==> src/sv/jsv_pkg.sv <==
// jsv_pkg: shared types and constants for the json stream validator
// no dependencies
package jsv_pkg;

  localparam int MaxDepth = 64;
  localparam int DepthW   = $clog2(MaxDepth + 1);
  localparam int PtrW     = (MaxDepth > 1) ? $clog2(MaxDepth) : 1;

  typedef enum logic [2:0] {
    ST_OK       = 3'd0,
    ST_VALID    = 3'd1,
    ST_BADCHAR  = 3'd2,
    ST_BADTOKEN = 3'd3,
    ST_BADEND   = 3'd4,
    ST_EMPTYKEY = 3'd5,
    ST_DEPTH    = 3'd6
  } status_e;

endpackage

==> src/sv/json_stream_validator.sv <==
// json_stream_validator: top level, byte-wise json syntax checker
// depends on jsv_pkg
//
// usage
//  - input channel: func_i/text_byte_i with in_valid_i, in_stall_o
//    func_i = 0 carries one text byte, func_i = 1 marks end of text
//  - output channel: status_o/done_res_o/nest_depth_o with out_valid_o,
//    out_stall_i; exactly one result transfer per input transfer
//  - one byte per cycle while in_stall_o is low: all lexer, number/word matcher
//    and grammar updates are computed combinationally from the current state
//  - each result is registered, in the result register or in the skid register
//  - the nesting stack is a 1-bit-per-level array indexed by open count;
//    the innermost kind sits in a register, a close reloads it from the
//    entry below with a clocked read
//  - receiver stall: the result register holds; a skid register takes
//    one more result so the input stalls only once the skid is full
//  - reset: lexer idle, expecting a value, no error, no open levels;
//    the end marker returns the verdict and clears the same state
//  - errors stick until the end marker; status 6 flags depth overflow
module json_stream_validator (
  input  logic       clk_i,
  input  logic       rst_ni,
  input  logic       in_valid_i,
  output logic       in_stall_o,
  input  logic       func_i,
  input  logic [7:0] text_byte_i,
  output logic       out_valid_o,
  input  logic       out_stall_i,
  output logic [2:0] status_o,
  output logic       done_res_o,
  output logic [6:0] nest_depth_o
);

  localparam int DW = jsv_pkg::DepthW;
  localparam int PW = jsv_pkg::PtrW;

  typedef enum logic [2:0] {
    LX_IDLE, LX_STRING, LX_ESC, LX_ESCHEX, LX_NUMBER, LX_WORD
  } lex_e;
  typedef enum logic [2:0] {
    G_VALUE, G_KEY, G_KVSEP, G_VALSEP, G_END
  } gram_e;
  typedef enum logic [3:0] {
    TK_NONE, TK_STR, TK_SCALAR, TK_LBRACE, TK_RBRACE, TK_LBRACK,
    TK_RBRACK, TK_COLON, TK_COMMA, TK_BAD
  } tok_e;
  typedef enum logic [2:0] {
    N_START, N_INT, N_DOTNODIG, N_FRAC, N_EXP, N_EXPSIGN, N_EXPDIG, N_BAD
  } num_e;

  localparam logic LvObj = 1'b0;
  localparam logic LvArr = 1'b1;
  localparam logic [3:0] WBad = 4'd14;

  // state
  lex_e            lex_q, lex_d;
  logic [1:0]      hex_q, hex_d;
  gram_e           gram_q;
  logic [DW-1:0]   open_q;
  logic            stack_q [jsv_pkg::MaxDepth];
  num_e            num_q, num_d;
  logic [3:0]      word_q, word_d;
  logic            empty_q, empty_d;
  logic [2:0]      err_q;

  // output register plus skid
  logic       ov_q, sv_q;
  logic [2:0] ost_q, sst_q;
  logic       odn_q, sdn_q;
  logic [6:0] odp_q, sdp_q;

  logic accept, out_take;
  assign in_stall_o  = sv_q;
  assign accept      = in_valid_i & ~sv_q;
  assign out_take    = ov_q & ~out_stall_i;
  assign out_valid_o = ov_q;
  assign status_o    = ost_q;
  assign done_res_o  = odn_q;
  assign nest_depth_o = odp_q;

  logic [7:0] c;
  assign c = text_byte_i;

  logic is_dig, is_alpha, is_hex, is_sp, is_exp, is_numch;
  always_comb begin
    is_dig   = (c >= 8'h30) && (c <= 8'h39);
    is_alpha = ((c >= 8'h61) && (c <= 8'h7a)) || ((c >= 8'h41) && (c <= 8'h5a));
    is_hex   = is_dig || ((c >= 8'h61) && (c <= 8'h66)) || ((c >= 8'h41) && (c <= 8'h46));
    is_sp    = (c == 8'h20) || ((c >= 8'd9) && (c <= 8'd13));
    is_exp   = (c == 8'h65) || (c == 8'h45);
    is_numch = is_dig || is_exp || (c == 8'h2b) || (c == 8'h2d) || (c == 8'h2e);
  end

  function automatic num_e num_next(num_e s, logic d, logic e, logic [7:0] ch);
    num_e r;
    r = N_BAD;
    case (s)
      N_START:    r = d ? N_INT : ((ch == 8'h2e) ? N_DOTNODIG : N_BAD);
      N_INT:      r = d ? N_INT : ((ch == 8'h2e) ? N_FRAC : (e ? N_EXP : N_BAD));
      N_DOTNODIG: r = d ? N_FRAC : N_BAD;
      N_FRAC:     r = d ? N_FRAC : (e ? N_EXP : N_BAD);
      N_EXP:      r = d ? N_EXPDIG :
                      (((ch == 8'h2b) || (ch == 8'h2d)) ? N_EXPSIGN : N_BAD);
      N_EXPSIGN:  r = d ? N_EXPDIG : N_BAD;
      N_EXPDIG:   r = d ? N_EXPDIG : N_BAD;
      default:    r = N_BAD;
    endcase
    return r;
  endfunction

  function automatic logic [3:0] word_next(logic [3:0] s, logic [7:0] ch);
    logic [7:0] ex;
    logic [3:0] r;
    ex = 8'h00;
    case (s)
      4'd1: ex = 8'h72; 4'd2: ex = 8'h75; 4'd3: ex = 8'h65;
      4'd5: ex = 8'h61; 4'd6: ex = 8'h6c; 4'd7: ex = 8'h73; 4'd8: ex = 8'h65;
      4'd10: ex = 8'h75; 4'd11: ex = 8'h6c; 4'd12: ex = 8'h6c;
      default: ex = 8'h00;
    endcase
    if (s == 4'd0) begin
      r = (ch == 8'h74) ? 4'd1 : (ch == 8'h66) ? 4'd5 : (ch == 8'h6e) ? 4'd10 : WBad;
    end else if (ex != 8'h00 && ch == ex) begin
      r = s + 4'd1;
    end else begin
      r = WBad;
    end
    return r;
  endfunction

  // token classification: a pending number/word may flush, then the byte
  // itself may form a second token
  tok_e  flush_tk, byte_tk;
  logic  str_empty_tk;
  logic  lex_bad;        // bad character from lexer
  logic  byte_starts;    // byte processed in idle context
  always_comb begin
    lex_d   = lex_q;
    hex_d   = hex_q;
    num_d   = num_q;
    word_d  = word_q;
    empty_d = empty_q;
    flush_tk = TK_NONE;
    byte_tk  = TK_NONE;
    str_empty_tk = 1'b0;
    lex_bad  = 1'b0;
    byte_starts = 1'b0;
    if (func_i) begin
      case (lex_q)
        LX_NUMBER: flush_tk = ((num_q == N_INT) || (num_q == N_FRAC) ||
                               (num_q == N_EXPDIG)) ? TK_SCALAR : TK_BAD;
        LX_WORD:   flush_tk = ((word_q == 4'd4) || (word_q == 4'd9) ||
                               (word_q == 4'd13)) ? TK_SCALAR : TK_BAD;
        LX_STRING, LX_ESC, LX_ESCHEX: flush_tk = TK_BAD;
        default:   flush_tk = TK_NONE;
      endcase
    end else begin
      case (lex_q)
        LX_STRING: begin
          if (c == 8'h22) begin
            lex_d = LX_IDLE;
            byte_tk = TK_STR;
            str_empty_tk = empty_q;
          end else begin
            empty_d = 1'b0;
            if (c == 8'h5c) lex_d = LX_ESC;
          end
        end
        LX_ESC: begin
          if (c == 8'h22 || c == 8'h5c || c == 8'h2f || c == 8'h62 ||
              c == 8'h66 || c == 8'h6e || c == 8'h72 || c == 8'h74) begin
            lex_d = LX_STRING;
          end else if (c == 8'h75) begin
            lex_d = LX_ESCHEX;
            hex_d = 2'd0;
          end else begin
            lex_bad = 1'b1;
          end
        end
        LX_ESCHEX: begin
          if (!is_hex) begin
            lex_bad = 1'b1;
          end else if (hex_q == 2'd3) begin
            hex_d = 2'd0;
            lex_d = LX_STRING;
          end else begin
            hex_d = hex_q + 2'd1;
          end
        end
        LX_NUMBER: begin
          if (is_numch) begin
            num_d = num_next(num_q, is_dig, is_exp, c);
          end else begin
            flush_tk = ((num_q == N_INT) || (num_q == N_FRAC) ||
                        (num_q == N_EXPDIG)) ? TK_SCALAR : TK_BAD;
            lex_d = LX_IDLE;
            byte_starts = 1'b1;
          end
        end
        LX_WORD: begin
          if (is_alpha) begin
            word_d = word_next(word_q, c);
          end else begin
            flush_tk = ((word_q == 4'd4) || (word_q == 4'd9) ||
                        (word_q == 4'd13)) ? TK_SCALAR : TK_BAD;
            lex_d = LX_IDLE;
            byte_starts = 1'b1;
          end
        end
        default: byte_starts = 1'b1;
      endcase
      if (byte_starts) begin
        if (is_sp) begin
          byte_tk = TK_NONE;
        end else if (c == 8'h7b) byte_tk = TK_LBRACE;
        else if (c == 8'h7d) byte_tk = TK_RBRACE;
        else if (c == 8'h5b) byte_tk = TK_LBRACK;
        else if (c == 8'h5d) byte_tk = TK_RBRACK;
        else if (c == 8'h3a) byte_tk = TK_COLON;
        else if (c == 8'h2c) byte_tk = TK_COMMA;
        else if (c == 8'h22) begin
          lex_d = LX_STRING;
          empty_d = 1'b1;
        end else if (c == 8'h2d || is_dig) begin
          lex_d = LX_NUMBER;
          num_d = (c == 8'h2d) ? N_START : N_INT;
        end else if (is_alpha) begin
          lex_d = LX_WORD;
          word_d = word_next(4'd0, c);
        end else begin
          lex_bad = 1'b1;
        end
      end
    end
  end

  // grammar step, applied to up to two tokens in sequence
  typedef struct packed {
    gram_e         gs;
    logic [DW-1:0] oc;
    logic [2:0]    st;
    logic          push;
    logic          kind;
  } gstep_t;

  function automatic gstep_t gram_step(gram_e gs, logic [DW-1:0] oc, logic top,
                                       tok_e tk, logic emp);
    gstep_t r;
    logic   has;
    has = (oc != '0);
    r.gs = gs; r.oc = oc; r.st = jsv_pkg::ST_OK; r.push = 1'b0; r.kind = LvObj;
    if (tk != TK_NONE) begin
      case (gs)
        G_VALUE: begin
          if (tk == TK_STR || tk == TK_SCALAR) begin
            r.gs = has ? G_VALSEP : G_END;
          end else if (tk == TK_LBRACE || tk == TK_LBRACK) begin
            if (tk == TK_LBRACE) r.gs = G_KEY;
            if (oc >= DW'(jsv_pkg::MaxDepth)) begin
              r.st = jsv_pkg::ST_DEPTH;
            end else begin
              r.push = 1'b1;
              r.kind = (tk == TK_LBRACK) ? LvArr : LvObj;
              r.oc = oc + 1'b1;
            end
          end else if (tk == TK_RBRACK && has && top == LvArr) begin
            r.oc = oc - 1'b1;
            r.gs = (oc != DW'(1)) ? G_VALSEP : G_END;
          end else begin
            r.st = jsv_pkg::ST_BADTOKEN;
          end
        end
        G_KEY: begin
          if (tk == TK_STR) begin
            if (emp) r.st = jsv_pkg::ST_EMPTYKEY;
            else r.gs = G_KVSEP;
          end else if (tk == TK_RBRACE && has && top == LvObj) begin
            r.oc = oc - 1'b1;
            r.gs = G_VALSEP;
          end else begin
            r.st = jsv_pkg::ST_BADTOKEN;
          end
        end
        G_KVSEP: begin
          if (tk == TK_COLON) r.gs = G_VALUE;
          else r.st = jsv_pkg::ST_BADTOKEN;
        end
        G_VALSEP: begin
          if (has && tk == TK_COMMA) begin
            r.gs = (top == LvArr) ? G_VALUE : G_KEY;
          end else if (has && ((tk == TK_RBRACE && top == LvObj) ||
                               (tk == TK_RBRACK && top == LvArr))) begin
            r.oc = oc - 1'b1;
          end else begin
            r.st = jsv_pkg::ST_BADTOKEN;
          end
        end
        default: r.st = jsv_pkg::ST_BADEND;
      endcase
    end
    return r;
  endfunction

  logic          top_q;    // kind of the innermost open level
  logic          top1;
  gstep_t        g1, g2;
  always_comb begin
    g1 = gram_step(gram_q, open_q, top_q, flush_tk, 1'b0);
    // a flushed scalar never changes the depth, so the top is unchanged
    top1 = top_q;
    g2 = gram_step(g1.gs, g1.oc, top1, byte_tk, str_empty_tk);
  end

  // combine into a step status
  logic [2:0]    step_st, final_st;
  gram_e         gram_d;
  logic [DW-1:0] open_d;
  always_comb begin
    step_st = jsv_pkg::ST_OK;
    gram_d = gram_q;
    open_d = open_q;
    if (g1.st != jsv_pkg::ST_OK) begin
      step_st = g1.st;
      gram_d = g1.gs;
      open_d = g1.oc;
    end else if (lex_bad && flush_tk == TK_NONE && byte_tk == TK_NONE &&
                 !byte_starts) begin
      step_st = jsv_pkg::ST_BADCHAR;
    end else begin
      gram_d = g2.gs;
      open_d = g2.oc;
      step_st = lex_bad ? jsv_pkg::ST_BADCHAR : g2.st;
    end
    // the verdict looks at the grammar after the pending token is flushed
    final_st = jsv_pkg::ST_OK;
    if (err_q != jsv_pkg::ST_OK) final_st = err_q;
    else if (g1.st != jsv_pkg::ST_OK) final_st = g1.st;
    else if (g1.oc != '0 || g1.gs == G_VALUE) final_st = jsv_pkg::ST_BADEND;
    else final_st = jsv_pkg::ST_VALID;
  end

  logic do_push, do_pop;
  logic [PW-1:0] push_idx, pop_idx;
  logic [DW-1:0] om2;
  logic push_kind;
  assign do_push   = accept && !func_i && (err_q == jsv_pkg::ST_OK) && !lex_bad &&
                     (g1.st == jsv_pkg::ST_OK) && g2.push;
  assign do_pop    = accept && !func_i && (err_q == jsv_pkg::ST_OK) && (open_d < open_q);
  assign push_idx  = g1.oc[PW-1:0];
  assign push_kind = g2.kind;
  // entry below the current top becomes the new top on a close
  assign om2       = open_q - DW'(2);
  assign pop_idx   = om2[PW-1:0];

  always_ff @(posedge clk_i) begin
    if (do_push) begin
      stack_q[push_idx] <= push_kind;
      top_q <= push_kind;
    end else if (do_pop) begin
      top_q <= stack_q[pop_idx];
    end
  end

  logic [2:0] res_st;
  logic [6:0] res_dp;
  assign res_st = func_i ? final_st :
                  ((err_q != jsv_pkg::ST_OK) ? err_q : step_st);
  // a text byte reports the depth after its own step
  assign res_dp = (func_i || (err_q != jsv_pkg::ST_OK)) ? 7'(open_q) : 7'(open_d);

  always_ff @(posedge clk_i or negedge rst_ni) begin
    if (!rst_ni) begin
      lex_q   <= LX_IDLE;
      hex_q   <= 2'd0;
      gram_q  <= G_VALUE;
      open_q  <= '0;
      num_q   <= N_START;
      word_q  <= 4'd0;
      empty_q <= 1'b1;
      err_q   <= jsv_pkg::ST_OK;
    end else if (accept) begin
      if (func_i) begin
        lex_q   <= LX_IDLE;
        hex_q   <= 2'd0;
        gram_q  <= G_VALUE;
        open_q  <= '0;
        num_q   <= N_START;
        word_q  <= 4'd0;
        empty_q <= 1'b1;
        err_q   <= jsv_pkg::ST_OK;
      end else if (err_q == jsv_pkg::ST_OK) begin
        lex_q   <= lex_d;
        hex_q   <= hex_d;
        num_q   <= num_d;
        word_q  <= word_d;
        empty_q <= empty_d;
        gram_q  <= gram_d;
        open_q  <= open_d;
        err_q   <= step_st;
      end
    end
  end

  // result register with one skid entry
  always_ff @(posedge clk_i or negedge rst_ni) begin
    if (!rst_ni) begin
      ov_q <= 1'b0;
      sv_q <= 1'b0;
    end else begin
      if (!ov_q || out_take) begin
        if (sv_q) begin
          ov_q <= 1'b1;
          sv_q <= 1'b0;
        end else begin
          ov_q <= accept;
        end
      end else if (accept) begin
        sv_q <= 1'b1;
      end
    end
  end

  always_ff @(posedge clk_i) begin
    if (!ov_q || out_take) begin
      if (sv_q) begin
        ost_q <= sst_q; odn_q <= sdn_q; odp_q <= sdp_q;
      end else begin
        ost_q <= res_st; odn_q <= func_i; odp_q <= res_dp;
      end
    end else if (accept) begin
      sst_q <= res_st; sdn_q <= func_i; sdp_q <= res_dp;
    end
  end

  // checks
  a_depth_max: assert property (@(posedge clk_i) disable iff (!rst_ni)
    open_q <= DW'(jsv_pkg::MaxDepth))
    else $error("open count beyond stack depth");
  a_err_sticks: assert property (@(posedge clk_i) disable iff (!rst_ni)
    (err_q != jsv_pkg::ST_OK && !(accept && func_i)) |=> $stable(err_q))
    else $error("error code changed before end marker");
  a_skid_only_when_full: assert property (@(posedge clk_i) disable iff (!rst_ni)
    sv_q |-> ov_q)
    else $error("skid holds data while output empty");
  a_end_clears: assert property (@(posedge clk_i) disable iff (!rst_ni)
    (accept && func_i) |=> (open_q == '0 && err_q == jsv_pkg::ST_OK))
    else $error("end marker did not clear state");

endmodule

==> config.mk <==
export PLATFORM = sky130hd
export DESIGN_NAME = json_stream_validator
export DESIGN_NICKNAME = d
export VERILOG_FILES = /design/src/sv/jsv_pkg.sv /design/src/sv/json_stream_validator.sv
export SDC_FILE = /design/constraint.sdc
export NUM_CORES = 1
export LEC_CHECK = 0
export ABC_CLOCK_PERIOD_IN_PS = 10260
export BUFFER_PORTS_ARGS = -buffer_cell sky130_fd_sc_hd__buf_4
export CORE_MARGIN = 2
export CORE_UTILIZATION = 45
export CTS_CLUSTER_DIAMETER = 200
export DETAILED_ROUTE_END_ITERATION = 10
export HOLD_SLACK_MARGIN = 0.1
export PLACE_DENSITY = 0.63
export SYNTH_ARGS = -nofsm -noshare
export SYNTH_HDL_FRONTEND = slang
export SYNTH_SLANG_ARGS = --single-unit
==> constraint.sdc <==
create_clock -name clk_i -period 10.26 [get_ports clk_i]
set_input_delay 1.539 -clock clk_i [delete_from_list [all_inputs] [get_ports clk_i]]
set_output_delay 1.539 -clock clk_i [all_outputs]
set_load 0.005 [all_outputs]
==> metrics.txt, run 1 <==
P_leak 3.24 nW; first-pass GRT wire length roughly 37,000 um; Vias per Instance 6.33; Crit Path Max Fanout 14; Initial Utilization between 40% and 50%; PostCTS Resize Cnt 0; number of global-route vias before repair 6,834; end of the worst hold path hex_q[1]; worst r2r src open_q[0]; # rows 49; Main synth FF type edfxtp_1; Routed WL 22,800 um; clk_lat worst skew 430 ps; Die H between 100 and 150 um; CP cell instances buf_4 > or4b_4 > nor4_1 > o41ai_1 > nor4_1 > o22a_1 > nand2_2 > or4_1 > o211ai_1 > ha_1 > nand4_1 > nor2_1 > nor3_1 > nand2_1 > o21ai_0; global route overflow 0; Hold Slack 477 ps; Bufs and invs on worst path 1; Hold Fails Final Rpt 0; Sinks on Clock Net 115; setup TNS 0 ps; Post-CTS Setup Bufs 0; CTS H-tree lvls 4; Hold Crit Class reg2reg; largest net degree at the start of global routing between 60 and 70; Routed Antenna Nets 0; CP Capture Type flop; Peak supply drop approximately 110 uV; Tightest Pin Transition 1080 ps; Hold Crit Start hex_q[1]; RD Place Congestion 0.914; max incr delay on CP 580 ps; Cell Count Post-Placement 1,077; antenna cells 0; nets 900; Layout Cells excl Fill 1,109; Post-CTS Hold Buffers 0; Routed WL per cell 20.6 um; flop2flop setup slack 5560 ps; CP most frequent cell nor4_1; I/O Buffers 25; Post-route DRC 0; Syn Area/Cell 9.38 um^2; CTS Buffer Depth 2; Power Total 1.53 mW; initial drt markers 539; R2R cell count 16; Mapped Area 8150 um^2; GRT Util Overall between 20 and 25%; Gate Count Post-Synth 869; Slew Limit Fails 0; Setup Skew 8.06 ps; commonest non-fill, non-tap cell in the layout nor2_1; DR pass1 iterations 5; maximum clock frequency 0.189 GHz; Worst Path Required roughly 10,000 ps; Critical Path AT 5430 ps; Slew Limit Headroom 27.6%; Period minus WS final 5300 ps; via count 7,019; Num CTS Buffers 17; CTS tree yes; number of synthesized register bits 115; number of synthesized flops with an enable pin 87; core area 17,800 um^2; Post-DP HPWL 15,800 um; worst reg2reg endpoint top1; Syn Nets 902; sequential fraction of the synthesis area 40.7%; DIE WIDTH ~140 um; hold depth 2; layout cells sized above 1 approximately 14%; YS warnings 0; initial antenna violation count 0; Die ar. about 19,000 um^2; CTS Root Cell clkbuf_16; CP top delay family simple AND/OR/NAND/NOR gates; Critical Path Source text_byte_i[6]; Final WS setup 4960 ps; crit share post-route about half; critical path class in2reg; RSZ-0062 raised after global routing false; ys async rst share 24.3%; post-synth cell types 89; max-cap viol count 0; Area Growth Syn to Fin 11.3%; Setup Viol. Count Final 0; Ports 26; power per cell area 169 nW/um^2; dpl ws 4630 ps; clk slew on worst S/H paths 60 ps; startpoint class of the critical path input pin; Slowest-stage cell, CP or4b_4; CP Depth 15; outcome completed; leading cell types in the layout, fill and taps excluded nor2_1 (132), edfxtp_1 (87), nand2_1 (80)
==> flip-flops by register name (all words and copies together), names as in the netlist, 4 cells and up <==
name	flops
nest_depth_o	7
open_q	7
sdp_q	7
stack_q	64
word_q	4
==> worst register-to-register path, cell delays in order, from the launching register on <==
cell,delay (ps)
dfrtp_1,330
buf_4,410
clkinv_1,490
ha_1,380
a41oi_1,350
and2_1,240
nand4_1,380
o21ai_0,330
nor2_1,60
a31oi_1,340
o211ai_1,200
ha_1,320
nand4_1,130
nor2_1,70
nor3_1,150
nand2_1,80
o21ai_0,160
==> kinds of logic after synthesis <==
group                    after synthesis  synth area share (%)
AND/OR/NAND/NOR                      388                  23.7
XOR/XNOR                              14                  1.50
flip-flops                           115                  40.7
AO/OA/AOI/OAI                        225                  20.1
buffers and inverters                 75                  3.64
multiplexers                          32                  7.26
adder cells (fa/ha/maj)               20                  3.07
==> per-layer routing <==
layer / up-vias / wire length, um / global-route usage (%)
met5: - / 0 / 0
met4: 0 / 571 / 9.29
met3: 48 / 1260 / 4.18
met2: 252 / 10600 / 37.5
met1: 3398 / 10400 / 34.5
li1: 3321 / - / -
==> through the flow <==
| step | instance area [um^2] | util (%) |
|---|---|---|
| after floorplan | 8150 | - |
| final | 9070 | 50.8 |
| after CTS | 9070 | 50.8 |
| after detailed placement | 8470 | 47.5 |
| after global placement | 8470 | 47.5 |
| after global routing | 9070 | 50.8 |
==> where the power goes <==
| part | switching [mW] | internal (mW) | total (mW) | leakage [nW] |
|---|---|---|---|---|
| combinational | 0.233 | 0.136 | 0.369 | 1.73 |
| clock | 0.239 | 0.364 | 0.603 | 0.288 |
| sequential | 0.0372 | 0.525 | 0.562 | 1.22 |
==> cell type report <==
cell class                 count  area [um^2]
fill                        1635         8770
multi-input combinational    679         4550
sequential                   115         3310
clock buffer                  17          425
tap                          229          287
timing repair buffer          32          240
clock inverter                15          170
inverter                      22         82.6
==> worst max path at each step <==
stage | to
after floorplan | stack_q[0]
final | top1
after global routing | top1
after detailed placement | top1
after global placement | top1
after CTS | top1
==> synthesized netlist by cell type, types with 6 or more instances <==
cell type / number / area (um^2)
a211oi_1: 11 / 82.6
nor2b_1: 12 / 75.1
a22oi_1: 7 / 52.6
inv_1: 17 / 63.8
nand2b_1: 16 / 100
o31ai_1: 10 / 75.1
a31oi_1: 15 / 93.8
ha_1: 20 / 250
and2_1: 9 / 56.3
mux4_2: 21 / 473
buf_1: 6 / 22.5
o21ai_0: 43 / 215
nand4_1: 12 / 75.1
o211ai_1: 7 / 52.6
and3_1: 7 / 43.8
nand3_1: 27 / 135
dfrtp_1: 27 / 676
nor2_1: 132 / 495
o22ai_1: 7 / 43.8
xnor2_1: 9 / 78.8
a22o_1: 11 / 96.3
o31a_1: 6 / 52.6
edfxtp_1: 87 / 2610
nand3b_1: 9 / 67.6
nor4_1: 10 / 62.6
or2_2: 6 / 37.5
a21oi_1: 35 / 175
clkbuf_1: 42 / 158
a21o_1: 9 / 67.6
nor3_1: 32 / 160
mux2_2: 6 / 67.6
nand2_1: 80 / 300
No activity file was read; power rests on OpenSTA's default activity.
==> run 2, diff against run 1 <==
ABC_CLOCK_PERIOD_IN_PS = 5400   (was 10260)
clock period = 5.4 ns   (was 10.26 ns; I/O delays follow)
==> metrics.txt, run 2 (synthesis results as in run 1) <==
Slew Limit Headroom 28.2% (+0.59 points); Setup Skew 16.8 ps (+8.78 ps); Routed WL 23,400 um (+2.5%); Vias per Instance 6.35 (+0.35%); Die H 139 um (unchanged); Num CTS Buffers 17 (unchanged); crit share post-route 84.8%; Setup Viol. Count Final 0 (unchanged); CTS tree yes; Routed WL per cell 20.9 um (+1.7%); antenna cells 0 (unchanged); core area 17,800 um^2 (unchanged); Tightest Pin Transition 1070 ps (-8.84 ps); setup TNS 0 ps (unchanged); clk_lat worst skew 430 ps (about the same); max reg flops 64 (unchanged); max-cap viol count 0 (unchanged); I/O Buffers 25 (unchanged); PostCTS Resize Cnt 0 (unchanged); Biggest register stack_q; Crit Path Max Fanout 14 (unchanged); CTS Buffer Depth 2 (unchanged); Slew Limit Fails 0 (unchanged); Initial Utilization 45.7% (unchanged); Hold Slack 320 ps (-158 ps); RD Place Congestion 0.913 (-0.12%); DIE WIDTH 139 um (unchanged); DR pass1 iterations 5 (unchanged); GRT Util Overall 24.6% (+0.27 points); number of global-route vias before repair 6,729 (-1.5%); Area Growth Syn to Fin 12.3%; Routed Antenna Nets 0 (unchanged); final instance area 9150 um^2 (+0.91%); power per cell area 322 nW/um^2 (+91%); RSZ-0062 raised after global routing false; largest net degree at the start of global routing 65 (unchanged); first-pass GRT wire length 37,500 um (+0.87%); clk slew on worst S/H paths 70 ps (about the same); nets 909 (+1.0%); Die ar. 19,200 um^2 (unchanged); leading cell types in the layout, fill and taps excluded nor2_1 (132), edfxtp_1 (87), nand2_1 (80); global route overflow 0 (unchanged); via count 7,101 (+1.2%); Period minus WS final 4580 ps; Critical Path AT 4700 ps (-730 ps); Hold Crit Class in2async; Layout Cells excl Fill 1,118 (+0.81%); Cell Count Post-Placement 1,086 (+0.84%); CTS Root Cell clkbuf_16; Post-DP HPWL 16,000 um (+1.2%); outcome completed; commonest non-fill, non-tap cell in the layout nor2_1; P_leak 3.29 nW (+1.6%); Sinks on Clock Net 115 (unchanged); # rows 49 (unchanged); Post-CTS Setup Bufs 0 (unchanged); initial antenna violation count 0 (unchanged); initial drt markers 602 (+12%); maximum clock frequency around 0.22 GHz; Power Total 2.95 mW (+92%); startpoint class of the critical path input pin; Ports 26 (unchanged); critical path class in2reg; Peak supply drop 237 uV (+110%); Post-route DRC 0 (unchanged); Area after DPL 8550 um^2 (+0.87%); Hold Fails Final Rpt 0 (unchanged); CP Capture Type flop; Worst Path Required 5520 ps (-4870 ps); Post-CTS Hold Buffers 0 (unchanged); layout cells sized above 1 14.2% (+0.65 points); CTS H-tree lvls 4 (unchanged)
-- run 2: area by class of cell --
type                            count  area (um^2)
Inverter                           22         82.6
Tap cell                          229          287
Clock inverter                     14          175
Multi-Input combinational cell    679         4550
Fill cell                        1631         8690
Timing Repair Buffer               41          308
Sequential cell                   115         3310
Clock buffer                       18          429
-- run 2: worst paths after layout --
path	startpoint	end	slack (ps)	depth (start not counted)
hold reg to reg	hex_q[1]	hex_q[1]	480	2
min in group clk_i	hex_q[1]	hex_q[1]	480	2
hold / removal	rst_ni	open_q[3]	320	1
setup / recovery	text_byte_i[6]	top1	820	15
setup reg to reg	word_q[0]	top1	900	16
max in group asynchronous	rst_ni	empty_q	4730	1
-- run 2: per-stage QoR --
step,setup slack [ps],utilization (%)
after global routing,530,51.3
final,823,51.3
after floorplan,1120,-
after CTS,919,51.3
after global placement,608,47.9
after detailed placement,484,47.9
-- run 2: worst max-delay path, stage by stage --
cell      delay, ps
buf_4           160
or4b_4          590
nor4_4          350
a221o_1         380
and2b_1         200
o22a_1          450
nand2_2         200
or4_1           550
o211ai_1        130
ha_1            280
nand4_1         120
nor2_1           60
nor3_1          140
nand2_1          70
o21ai_0         200
-- run 2: metal layers --
| layer | part of all wire [%] | track usage [%] | wire (um) | vias up |
|---|---|---|---|---|
| met5 | 0 | 0 | 0 | - |
| met4 | 2.4 | 8.65 | 571 | 0 |
| met3 | 6.3 | 4.66 | 1470 | 54 |
| met2 | 47 | 38.6 | 11000 | 278 |
| met1 | 44 | 34.4 | 10400 | 3426 |
| li1 | - | - | - | 3343 |
-- run 2: report_power, final --
group	switching (mW)	internal, mW
Sequential	0.0542	0.998
Combinational	0.460	0.266
Clock	0.441	0.730
Total	0.956	1.99
==> run 3, diff against run 2 <==
ABC_AREA = 1   (was default)
ABC_CLOCK_PERIOD_IN_PS = 4700   (was 5400)
clock period = 4.7 ns   (was 5.4 ns; I/O delays follow)
==> metrics.txt, run 3 <==
outcome completed; clk_lat worst skew 420 ps (about the same); fill count 1,748 (+7.2%); crit path to top1; I/O Buffers 25 (unchanged); number of synthesized register bits 115 (unchanged); Area contributors post-synth edfxtp_1 (32%), nand2_1 (11%), nor2_1 (9.0%); startpoint class of the critical path flop; count leader, synth nand2_1; Mapped Area 8230 um^2 (+0.97%); initial antenna violation count 0 (unchanged); Critical Path AT 4320 ps (-380 ps); Slew Limit Headroom 38.0% (+9.8 points); layout cells sized above 1 12.3% (-1.9 points); Post-CTS Hold Buffers 0 (unchanged); nets 1,181 (+30%); PostCTS Resize Cnt 0 (unchanged); DR pass1 iterations 5 (unchanged); maximum clock frequency 0.239 GHz; Routed Antenna Nets 0 (unchanged); CP Capture Type flop; initial drt markers 715 (+19%); YS warnings 0 (unchanged); CTS Buffer Depth 2 (unchanged); Final WS setup 516 ps (-307 ps); dpl ws 329 ps (-155 ps); Area Growth Syn to Fin 13.1%; Period minus WS final 4180 ps; Sw Ratio 44.5% (+12 points); Psw 2.20 mW (+130%); Slew Limit Fails 0 (unchanged); CTS Root Cell clkbuf_16; Clk pwr share 26.1% (-14 points); Routed WL 22,900 um (-2.0%); Initial Utilization 45.8% (+0.13 points); CP cell instances inv_1 > ha_1 > nand2_1 > o22ai_1 > inv_1 > nand2_1 > o21ai_0 > o21ai_0 > nand3_1 > nor2_1 > a21oi_2 > nor2_2 > nand2_2 > nor2_1 > nand4_1 > nand2_1 > inv_1 > ha_1 > nand2_1 > nor2_1 > a2111oi_0 > nand2_1 > nand2_1; largest net degree at the start of global routing 65 (unchanged); antenna cells 0 (unchanged); RSZ-0062 raised after global routing false; Bufs and invs on worst path 3 (+2); sequential share of power 27.4% (-8.3 points); Power Total 4.93 mW (+67%); Syn Nets 1,150 (+27%); Ports 26 (unchanged); CTS H-tree lvls 4 (unchanged); flop2flop setup slack 520 ps (-380 ps); # rows 49 (unchanged); max reg flops 64 (unchanged); critical path class reg2reg; P_leak 3.83 nW (+16%); Hold Fails Final Rpt 0 (unchanged); setup TNS 0 ps (unchanged); number of global-route vias before repair 7,494 (+11%); number of synthesized flops with an enable pin 87 (unchanged); Setup Skew 12.7 ps (-4.13 ps); CP Depth 23 (+8); Worst Path Required 4840 ps (-680 ps); Post-CTS Setup Bufs 0 (unchanged); crit share post-route just under 90%; commonest non-fill, non-tap cell in the layout nand2_1; CP most frequent cell nand2_1; DIE WIDTH 139 um (+0.47%); core area 18,000 um^2 (+0.69%); Die ar. 19,400 um^2 (+0.94%); Hold Slack 208 ps (-112 ps); GRT Util Overall 24.5% (-0.055 points); Post-route DRC 0 (unchanged); worst reg2reg endpoint top1; Cell Count Post-Placement 1,358 (+25%); Slowest-stage cell, CP dfrtp_1; worst r2r src word_q[0]; post-synth top area share 31.8% (-0.31 points); power per cell area 530 nW/um^2 (+64%); Num CTS Buffers 17 (unchanged); Peak supply drop 405 uV (+71%); Synth top cells by count nand2_1 (251), nor2_1 (198), inv_1 (104); Hold Crit Class in2async; Biggest register stack_q; via count 7,820 (+10%); Gate Count Post-Synth 1,117 (+29%); Crit Path Max Fanout 9 (-5); post-synth cell types 56 (-37%); Routed WL per cell 16.5 um (-21%); Die H 139 um (+0.47%); R2R cell count 23 (+7); CP top delay family simple AND/OR/NAND/NOR gates; Critical Path Source word_q[0]; first-pass GRT wire length 38,100 um (+1.5%); sequential fraction of the synthesis area 40.3% (-0.39 points); CTS tree yes; Post-DP HPWL 16,400 um (+2.5%); Logic pwr share 46.6% (+22 points); global route overflow 0 (unchanged); leading cell types in the layout, fill and taps excluded nand2_1 (251), nor2_1 (198), inv_1 (104); Yosys top cell by area edfxtp_1; max-cap viol count 0 (unchanged); Tightest Pin Transition 930 ps (-143 ps); Sinks on Clock Net 115 (unchanged); Layout Cells excl Fill 1,390 (+24%); ys async rst share 24.3% (unchanged); Internal Power 2.74 mW (+37%); RD Place Congestion 0.998 (+9.4%); Vias per Instance 5.63 (-11%); Syn Area/Cell 7.36 um^2 (-21%); clk slew on worst S/H paths 60 ps (about the same); Main synth FF type edfxtp_1; max incr delay on CP 430 ps (-160 ps); Setup Viol. Count Final 0 (unchanged)
## run 3: changes by cell type in the layout (fill, tap and decap cells not counted), moves of 18 or more
cell | previous run | this run
nand2_1 | 80 | 251
nor2_1 | 132 | 198
mux4_2 | 21 | 0
inv_1 | 17 | 104
nand3_1 | 27 | 74
o21ai_0 | 43 | 92
inv_2 | 0 | 18
## run 3: area by class of cell
type / instances / area [um^2] / area share, %
tap: 229 / 287 / 3.08
multi-input combinational: 846 / 4320 / 46.4
clock inverter: 13 / 149 / 1.60
inverter: 123 / 462 / 4.96
timing repair buffer: 45 / 338 / 3.63
sequential: 115 / 3310 / 35.6
clock buffer: 19 / 433 / 4.65
## run 3: per-stage QoR
stage,util (%),instance area (um^2)
final,51.8,9300
after detailed placement,48.6,8720
after CTS,51.8,9300
after floorplan,-,8230
after global routing,51.8,9300
after global placement,48.6,8720
## run 3: layer usage
metal	GRT usage, %	share of wire (%)	routed length (um)	vias to the layer above
li1	-	-	-	3835
met1	33.1	45	10300	3637
met2	40.1	46	10600	300
met3	4.13	6.3	1450	48
met4	8.67	2.6	593	0
met5	0	0	0	-
## run 3: how the worst min path moves through the flow
stage	startpoint	end	depth (start not counted)
floorplan	rst_ni	err_q[0]	0
global placement	hex_q[1]	hex_q[1]	2
detailed placement	hex_q[1]	hex_q[1]	2
CTS	rst_ni	num_q[2]	1
global route	rst_ni	num_q[2]	1
finish	rst_ni	num_q[2]	1
## run 3: power groups by stage
stage	Sequential, mW	Clock (mW)	Combinational (mW)
3_3_place_gp	1.37	0	2.26
2_1_floorplan	1.33	0	1.61
4_1_cts	1.35	1.30	2.26
6_report	1.35	1.28	2.30
5_1_grt	1.37	1.33	2.57
3_5_place_dp	1.37	0	2.25
## run 3: kinds of logic after synthesis
group / count (synthesis) / synth area share, %
flip-flops: 115 / 40.3
XOR/XNOR: 12 / 1.28
AND/OR/NAND/NOR: 611 / 33.5
buffers and inverters: 156 / 7.32
adder cells (fa/ha/maj): 20 / 3.04
AO/OA/AOI/OAI: 203 / 14.6
